[config.mk]
export PLATFORM = sky130hd
export DESIGN_NAME = abst_cell
export DESIGN_NICKNAME = d
export VERILOG_FILES = /design/src/design/abst_pkg.sv /design/src/design/abst_cell.sv
export SDC_FILE = /design/constraint.sdc
export NUM_CORES = 1
export LEC_CHECK = 0
export BUFFER_PORTS_ARGS = -buffer_cell sky130_fd_sc_hd__buf_2
export CORE_MARGIN = 2
export CORE_UTILIZATION = 52
export CTS_BUF_LIST = sky130_fd_sc_hd__clkbuf_16
export DETAILED_ROUTE_END_ITERATION = 8
export PLACE_DENSITY = 0.73
export SLEW_MARGIN = 20
export SYNTH_ARGS = -nofsm -noshare
export SYNTH_HDL_FRONTEND = slang
export SYNTH_SLANG_ARGS = --single-unit
[constraint.sdc]
create_clock -name clk -period 6.5 [get_ports clk]
set_input_delay 0.325 -clock clk [delete_from_list [all_inputs] [get_ports clk]]
set_output_delay 0.325 -clock clk [all_outputs]
set_load 0.05 [all_outputs]
[src/design/abst_pkg.sv]
package abst_pkg;

  typedef enum logic [1:0] {
    FSM_CLEAR,
    FSM_IDLE,
    FSM_WALK
  } fsm_t;

  typedef enum logic {
    CMD_INSERT = 1'b0,
    CMD_SEARCH = 1'b1
  } cmd_t;

  typedef enum logic [2:0] {
    ST_INSERTED  = 3'd0,
    ST_DUPLICATE = 3'd1,
    ST_FOUND     = 3'd2,
    ST_NOT_FOUND = 3'd3,
    ST_FULL      = 3'd4,
    ST_ZERO      = 3'd5
  } status_t;

  // control part of the walk token passed from level to level
  typedef struct packed {
    logic    valid;
    cmd_t    cmd;
    logic    resolved;
    status_t status;
  } walk_ctl_t;

  localparam int COUNT_BITS = 10;

endpackage

[src/design/abst_cell.sv]
module abst_cell #(
  parameter int LEVEL       = 0,
  parameter int TREE_LEVELS = 10,
  parameter int KEY_BITS    = 32
) (
  input  logic                       clk,
  input  logic                       rst,
  input  logic                       clr_en,
  input  logic [TREE_LEVELS-2:0]     clr_addr,
  input  abst_pkg::walk_ctl_t        in_ctl,
  input  logic [TREE_LEVELS-1:0]     in_idx,
  input  logic [KEY_BITS-1:0]        in_key,
  output abst_pkg::walk_ctl_t        out_ctl,
  output logic [TREE_LEVELS-1:0]     out_idx,
  output logic [KEY_BITS-1:0]        out_key
);

  localparam int AW    = (LEVEL == 0) ? 1 : LEVEL;
  localparam int DEPTH = 1 << AW;

  logic [KEY_BITS-1:0]    mem [DEPTH];
  logic [KEY_BITS-1:0]    rdata;
  abst_pkg::walk_ctl_t    ctl;
  logic [TREE_LEVELS-1:0] idx;
  logic [KEY_BITS-1:0]    key;
  logic                   wr_en;
  logic                   slot_empty;
  logic                   slot_hit;
  logic                   go_left;

  always_ff @(posedge clk) begin
    if (clr_en) begin
      mem[clr_addr[AW-1:0]] <= '0;
    end else if (wr_en) begin
      mem[idx[AW-1:0]] <= key;
    end
    rdata <= mem[in_idx[AW-1:0]];
  end

  always_ff @(posedge clk) begin
    if (rst) begin
      ctl <= '0;
    end else begin
      ctl <= in_ctl;
    end
    idx <= in_idx;
    key <= in_key;
  end

  assign slot_empty = (rdata == '0);
  assign slot_hit   = (rdata == key);
  assign go_left    = ($signed(key) < $signed(rdata));

  always_comb begin
    out_ctl = ctl;
    wr_en   = 1'b0;
    if (ctl.valid && !ctl.resolved) begin
      if (slot_empty) begin
        out_ctl.resolved = 1'b1;
        if (ctl.cmd == abst_pkg::CMD_INSERT) begin
          out_ctl.status = abst_pkg::ST_INSERTED;
          wr_en          = 1'b1;
        end else begin
          out_ctl.status = abst_pkg::ST_NOT_FOUND;
        end
      end else if (slot_hit) begin
        out_ctl.resolved = 1'b1;
        out_ctl.status   = (ctl.cmd == abst_pkg::CMD_INSERT) ?
                           abst_pkg::ST_DUPLICATE : abst_pkg::ST_FOUND;
      end
    end
  end

  // child slot: 2i when smaller, 2i+1 when larger
  assign out_idx = {idx[TREE_LEVELS-2:0], ~go_left};
  assign out_key = key;

endmodule

Word-level counts from Yosys, hierarchy flattened
Memory sizes are Yosys's and may differ from the RTL's. A register that Yosys moved wholly into a read port is not among the register bits.
Index checks and enable logic that the tools add are counted.
{"block": "classes", "order_cmp": 1, "n_eq_ne": 1, "muxes": 16, "bitwise_logic": 1, "n_reduce_logical": 4}
{"cell": "equality test 32 bit", "count": 1}
{"cell": "zero test 32 bit", "count": 1}
{"cell": "< comparator 32 bit", "count": 1}
{"cell": "two-way mux 32 bit", "count": 1}
{"cell": "OR reduction 32 bit", "count": 1}
{"cell": "two-way mux 4 bit", "count": 3}
{"cell": "two-way mux 1 bit", "count": 10}
{"cell": "two-way mux 2 bit", "count": 2}
{"cell": "logical AND 1 bit", "count": 1}
{"cell": "zero test 1 bit", "count": 1}
{"cell": "NOT 1 bit", "count": 1}
{"block": "word_totals", "reg_bits": 47, "mem_bits_rw": 64, "in_bits": 60, "output_inout_bits": 48, "elab_cells": 30, "mem_count": 1}
{"name": "mem", "words": 2, "width": 32, "rd": 1, "rd_ports_with_merged_regs": 1, "wr": 1, "line_no": "abst_cell.sv:21", "text": "logic [KEY_BITS-1:0] mem [DEPTH];"}

Logic depth before layout (Yosys ltp)
Gate-level depths: netlist of the first run.
{"block": "logic_depth", "depth_word": 8, "mapped_depth": 7, "mapped_depth_nobuf": 7}

Worst setup path after synthesis of the first run
Ideal clock, no wire load.
{"block": "synth_timing", "kind": "reg-to-output", "start": "reg key[27] (netlist: out_key[27])", "end": "out out_ctl[0] (netlist name)", "t_arrival_ns": 3.150, "t_required_ns": 6.175, "setup_slack_ns": 3.025, "stages_incl_launch_ff": 7, "cell_sequence": "dfxtp_1 ha_1 nand3_1 or4_4 nor4_2 o21bai_1 a211oi_1"}
{"element": "start, declared", "line_no": "abst_cell.sv:25", "text": "logic [KEY_BITS-1:0] key;"}
{"element": "start signal, assigned", "line_no": "abst_cell.sv:47", "text": "key <= in_key;"}
{"element": "end, declared", "line_no": "abst_cell.sv:13", "text": "output abst_pkg::walk_ctl_t out_ctl,"}

==> results of run 1 <==
[layer usage]
| metal | routed length [um] | share of wire, % | up-vias | GRT usage, % |
|---|---|---|---|---|
| li1 | - | - | 1598 | - |
| met1 | 4340 | 43 | 1568 | 23.2 |
| met2 | 5040 | 50 | 83 | 33.1 |
| met3 | 469 | 4.6 | 25 | 6.45 |
| met4 | 272 | 2.7 | 0 | 11.4 |
| met5 | 0 | 0 | - | 0 |
[kinds of logic (layout without fill, tap and decap cells)]
group / after synthesis / in the layout / share of synthesized area, %
flip-flops: 143 / 143 / 67.2
adder cells (fa/ha/maj): 32 / 32 / 7.68
buffers and inverters: 46 / 206 / 3.89
multiplexers: 34 / 34 / 7.34
AND/OR/NAND/NOR: 82 / 82 / 10.2
AO/OA/AOI/OAI: 30 / 30 / 3.74
[layout make-up]
cell class,instances,share of cell area (%)
clock inverter,13,1.00
timing repair buffer,137,13.0
multi-input combinational,178,22.4
clock buffer,19,7.05
inverter,37,2.06
sequential,143,52.0
tap,133,2.47
[sequential cells by signal, summed over array words and instances, names as in the netlist]
register,count
out_key,32
mem,64
idx,9
ctl,4
out_ctl,2
rdata,32
[worst min-delay path by stage]
stage,startpoint,end,slack [ps],cells past startpoint
2_1_floorplan,in_idx[0],idx[0],350,0
3_3_place_gp,in_key[10],out_key[10],430,1
3_5_place_dp,in_key[7],out_key[7],430,1
4_1_cts,in_key[8],out_key[8],0.1,1
5_1_grt,in_key[31],out_key[31],6,1
6_report,in_key[8],out_key[8],20,1
[cell usage after synthesis (all sizes together), types with 2 or more instances]
cell type	instances	area, sq um
nor4	11	87.6
edfxtp	64	1920
inv	37	139
a22o	2	17.5
nor2b	9	56.3
and2	34	225
a21oi	14	70.1
o21a	3	22.5
nand2	7	26.3
or3	2	13.8
nor2	5	18.8
ha	32	400
buf	8	60.1
mux2	34	383
o21ai	3	15.0
nand4	8	50.1
dfxtp	79	1580
nand3	2	10.0
[what timing repair did]
| action | 4_1_cts | 5_1_grt |
|---|---|---|
| hold endpoints to repair | 38 | 0 |
| setup buffers | 0 | 0 |
| gates resized for setup | 0 | 0 |
| hold buffers | 38 | 0 |
[through the flow]
stage / setup WS [ps] / power (mW) / hold WS, ps
after floorplan: 3020 / 1.13 / 353
after global placement: 3730 / 1.18 / 427
after detailed placement: 3680 / 1.19 / 429
after CTS: 3220 / 2.07 / 0.137
after global routing: 3050 / 2.13 / 5.74
final: 3250 / 2.06 / 18.2
[report_power, final]
part / internal, mW / total, mW / switching (mW) / leakage, nW
registers: 0.977 / 0.998 / 0.0218 / 1.29
logic: 0.0733 / 0.189 / 0.116 / 1.33
clock network: 0.522 / 0.870 / 0.348 / 0.268
[worst max-delay path, stage by stage (launching register included)]
cell and delay (ps):
sky130_fd_sc_hd__dfxtp_1 330, sky130_fd_sc_hd__inv_1 50, sky130_fd_sc_hd__ha_1 280, sky130_fd_sc_hd__nand3_1 130, sky130_fd_sc_hd__or4_4 590, sky130_fd_sc_hd__nor4_2 410, sky130_fd_sc_hd__o21bai_1 110, sky130_fd_sc_hd__a211oi_1 280
sky130_fd_sc_hd__buf_2 320
==> reports/qor.yml, run 1 <==
final_layout:
  fin_util_pct: 69.0
  multi_input_gate_area_sq_um: 1510
  layout_commonest_cell: "sky130_fd_sc_hd__buf_2"
  final_nets: 606
  layout-drive-gt1-share_pct: 33.8
  regArea_sq_um: 3500
  layout_common_cells: "sky130_fd_sc_hd__buf_2, sky130_fd_sc_hd__dfxtp_1, sky130_fd_sc_hd__edfxtp_1"
  fin_area_sq_um: 6740
  nFillCells: 721
  final_cells: 660
  diodes: 0
  area.growth.synth_to_final_pct: 29.3
worst_setup_path:
  critPathRequiredTime_ps: 6170
  endpoint: "out_ctl[0]"
  worst_r2r_endpoint: "mem[0][17]"
  critPathLaunch: "rdata[27]"
  critical_path.reg2reg.startpoint: "rdata[19]"
  worst-r2r-cell-count: 5
  setup.worst_path.class: "register to primary output"
  arrival_ps: 2930
  worst_setup_path_start_kind: "register"
  regToRegSetupSlack_ps: 3680
  largest_fanout_of_any_net_on_the_critical_path: 3
  critPathCaptureType: "primary output"
drt:
  route.detailed.wl_per_inst_um: 15.3
  route.vias.total: 3274
  dr.pass1.iters: 4
  drt_iter0_drc: 97
  detail_route.drc_violations: 0
  ant_nets: 0
  drt-total-wl_um: 10100
  routed_via_density: 4.96
grt:
  grt_max_degree: 34
  grt-ovfl-total: 0
  grt_pass1_wl_um: 16200
  grt_pass1_vias: 3453
  antenna_found_initial: 0
  total_track_usage_pct: 20.1
synth:
  synth.ff_latch_count: 143
  synthesis.nets: 459
  synthArstFlopShare_pct: 0
  number_of_flops_mapped_to_enable_cells_by_yosys: 64
  synth_sequential_area_ratio_pct: 67.2
  netlist-cell-type-count: 36
  ys_dominant_reg_cell: "sky130_fd_sc_hd__dfxtp_1"
  postSynthCellCount: 367
  ys_warn_count: 0
  syn_area_per_cell_sq_um: 14.2
  post_synth_instance_area_sq_um: 5220
placed_design:
  dp_hpwl_um: 6350
  io_buffers: 98
  placedCellCount: 590
  post_placement_cell_area_sq_um: 5820
  gp_congestion: 0.827
flow_run:
  max_cap_viol_count: 0
cts:
  cts_tree: "yes"
  clock_tree.htree_level_count: 4
  worstSkewPairLatency_ps: 420
  clock_tree.buffer_depth: 2
  clock_slew_at_the_register_clock_pins_of_the_worst_setup_and_hold_paths_ps: 60
  cts.sinks: 143
  number_of_cts_inserted_buffers: 17
  clock_tree.root_cell: "sky130_fd_sc_hd__clkbuf_16"
worst_hold_path:
  hold_path.class: "input port to register"
timing:
  timing.fmax_mhz: 308
  grt_setup_unrepaired: "false"
  final_hold_viol_count: 0
  timing.clock.skew_ps: 6.57
  timing_max_transition_violations_final: 0
  slew-limit-headroom_pct: 39.7
  period_needed_ps: 3250
  period_share_pct: 50.0
  totalNegativeSetupSlack_ps: 0
  tightest_slew_ps: 904
  setup_viol: 0
status:
  outcome: "completed"
power:
  power.leakage_nw: 2.89
  power.density_cell_area_nw_per_um2: 305
  ir_drop_mv: 0.218
floorplan:
  initial_utilization_pct: 53.4
  boundaryPins: 108
  placementRows: 36
  chipHeight_um: 104
  design.die.area_sq_um: 10800
  die_x_um: 104
  design.core.area_sq_um: 9770
Power figures use the tool's default switching activity.
==> run 2, diff against run 1 <==
ABC_AREA = 1   (was unset)
CORE_UTILIZATION = 49   (was 52)
PLACE_DENSITY = 0.72   (was 0.73)
clock period = 2.65 ns   (was 6.5 ns; I/O delays follow)
==> reports/qor.yml, run 2 <==
status:
  outcome: "completed"
floorplan:
  design.core.area_sq_um: 10800
  design.die.area_sq_um: 11900
  placementRows: 38
  initial_utilization_pct: 50.1
  chipHeight_um: 109
  boundaryPins: 108
  die_x_um: 109
drt:
  route.detailed.wl_per_inst_um: 13.4
  drt_iter0_drc: 109
  ant_nets: 0
  routed_via_density: 4.64
  detail_route.drc_violations: 0
  dr.pass1.iters: 4
  route.vias.total: 3560
  drt-total-wl_um: 10300
placed_design:
  io_buffers: 98
  gp_congestion: 0.768
  dp_hpwl_um: 6490
  place_worst_setup_slack_ps: 478
  post_placement_cell_area_sq_um: 6070
  placedCellCount: 683
grt:
  grt_max_degree: 34
  grt_pass1_wl_um: 16200
  antenna_found_initial: 0
  grt-ovfl-total: 0
  total_track_usage_pct: 18.7
  grt_pass1_vias: 3594
timing:
  slew-limit-headroom_pct: 43.8
  final_hold_viol_count: 0
  totalNegativeSetupSlack_ps: 0
  timing.clock.skew_ps: 9.37
  period_share_pct: 92.0
  final_critical_path_setup_slack_ps: 212
  tightest_slew_ps: 842
  timing_max_transition_violations_final: 0
  period_needed_ps: 2440
  grt_setup_unrepaired: "false"
  final_hold_slack_ps: 271
  timing.fmax_mhz: 410
  setup_viol: 0
cts:
  worstSkewPairLatency_ps: 420
  clock_tree.htree_level_count: 4
  clock_slew_at_the_register_clock_pins_of_the_worst_setup_and_hold_paths_ps: 60
  number_of_cts_inserted_buffers: 17
  clock_tree.buffer_depth: 2
  cts_tree: "yes"
  cts.sinks: 143
  clock_tree.root_cell: "sky130_fd_sc_hd__clkbuf_16"
worst_setup_path:
  worst_setup_path_start_kind: "register"
  worst_r2r_endpoint: "mem[0][23]"
  regToRegSetupSlack_ps: 630
  critical_path.reg2reg.startpoint: "rdata[11]"
  critPathBufInv: 3
  worst-r2r-cell-count: 10
  worst_path_dominant_cell_family: "simple AND/OR/NAND/NOR gates"
  timing.critical_path.cells: "inv_1 -> ha_1 -> nand4_1 -> nor3_1 -> nand2_1 -> inv_1 -> nand2_1 -> nand2_1 -> nand2_1 -> nand2_1 -> buf_2"
  setup.worst_path.class: "register to primary output"
  critPathCaptureType: "primary output"
  largest_fanout_of_any_net_on_the_critical_path: 3
  cp_max_stage_cell: "sky130_fd_sc_hd__nor3_1"
  cell_with_the_most_instances_on_the_worst_path: "sky130_fd_sc_hd__nand2_1"
  critPathRequiredTime_ps: 2520
  arrival_ps: 2310
  crit_path_max_incr_delay_ps: 370
synth:
  synth.ff_latch_count: 143
  syn_area_per_cell_sq_um: 12.0
  ys_dominant_reg_cell: "sky130_fd_sc_hd__dfxtp_1"
  yosysTopAreaCellShare_pct: 35.5
  synthesis.nets: 543
  synth_top_cells_by_count: "sky130_fd_sc_hd__inv_1, sky130_fd_sc_hd__dfxtp_1, sky130_fd_sc_hd__edfxtp_1"
  synth_sequential_area_ratio_pct: 64.7
  synth_top_area_cell: "sky130_fd_sc_hd__edfxtp_1"
  synthArstFlopShare_pct: 0
  ys_warn_count: 0
  synth.most_common_cell: "sky130_fd_sc_hd__inv_1"
  postSynthCellCount: 451
  post_synth_main_area_contributors: "sky130_fd_sc_hd__edfxtp_1, sky130_fd_sc_hd__dfxtp_1, sky130_fd_sc_hd__ha_1"
  post_synth_instance_area_sq_um: 5410
  netlist-cell-type-count: 24
  number_of_flops_mapped_to_enable_cells_by_yosys: 64
final_layout:
  final_nets: 706
  area.growth.synth_to_final_pct: 33.6
  fin_util_pct: 67.0
  nFillCells: 784
  layout-drive-gt1-share_pct: 30.9
  fin_area_sq_um: 7230
  final_cells: 767
  layout_common_cells: "sky130_fd_sc_hd__buf_2, sky130_fd_sc_hd__inv_1, sky130_fd_sc_hd__dfxtp_1"
  largest_register_ff_count: 64
  layout_commonest_cell: "sky130_fd_sc_hd__buf_2"
  diodes: 0
flow_run:
  max_cap_viol_count: 0
worst_hold_path:
  hold_path.class: "input port to register"
  timing.hold.worst_path_depth: 1
  holdCritStartpoint: "in_idx[0]"
  holdPathEnd: "idx[0]"
power:
  power.leakage_nw: 3.31
  design_power_total_mw: 5.43
  power.density_cell_area_nw_per_um2: 751
  ir_drop_mv: 0.560
==> run 2: layout make-up <==
type / instances / area (sq um) / area share, %
Clock buffer: 18 / 450 / 6.23
Inverter: 82 / 308 / 4.26
Tap cell: 140 / 175 / 2.42
Multi-Input combinational cell: 217 / 1560 / 21.6
Sequential cell: 143 / 3500 / 48.5
Clock inverter: 14 / 170 / 2.35
Timing Repair Buffer: 153 / 1060 / 14.7
==> run 2: how the worst max path moves through the flow <==
stage / start / endpoint / slack, ps / depth (start not counted)
CTS: rdata[15] / out_ctl[0] / 20 / 9
detailed placement: rdata[15] / out_ctl[0] / 480 / 9
finish: rdata[19] / out_idx[0] / 210 / 11
floorplan: out_key[0] / out_ctl[0] / 270 / 8
global route: rdata[18] / out_ctl[0] / 50 / 9
global placement: rdata[15] / out_ctl[0] / 550 / 9
==> run 2: where the power goes <==
group	switching [mW]	internal [mW]	leakage, nW	total, mW
Clock	0.857	1.61	0.308	2.46
Combinational	0.322	0.202	1.71	0.524
Sequential	0.0451	2.39	1.29	2.44
Total	1.22	4.20	3.31	5.43
==> run 2: repair_timing <==
action / in CTS / in global routing
setup buffers: 0 / 0
gates resized for setup: 0 / 4
hold buffers: 52 / 0
hold endpoints to repair: 46 / 0
endpoints found under the setup margin: 0 / 2
==> run 2: kinds of logic (layout without fill, tap and decap cells) <==
logic type	after synthesis	in the layout	synth area share, %
adders and majority gates	32	32	7.40
and+or+nand+nor	132	132	12.2
DFF	143	143	64.7
buffers and inverters	91	267	6.94
muxes	32	32	6.66
AOI/OAI and AO/OA	21	21	2.08
==> run 2: layer usage <==
layer,routed length [um],track usage [%],vias to the layer above,part of all wire (%)
li1,-,-,1810,-
met1,4270,20.8,1654,41
met2,5450,32.8,83,53
met3,421,4.96,13,4.1
met4,174,9.34,0,1.7
met5,0,0,-,0
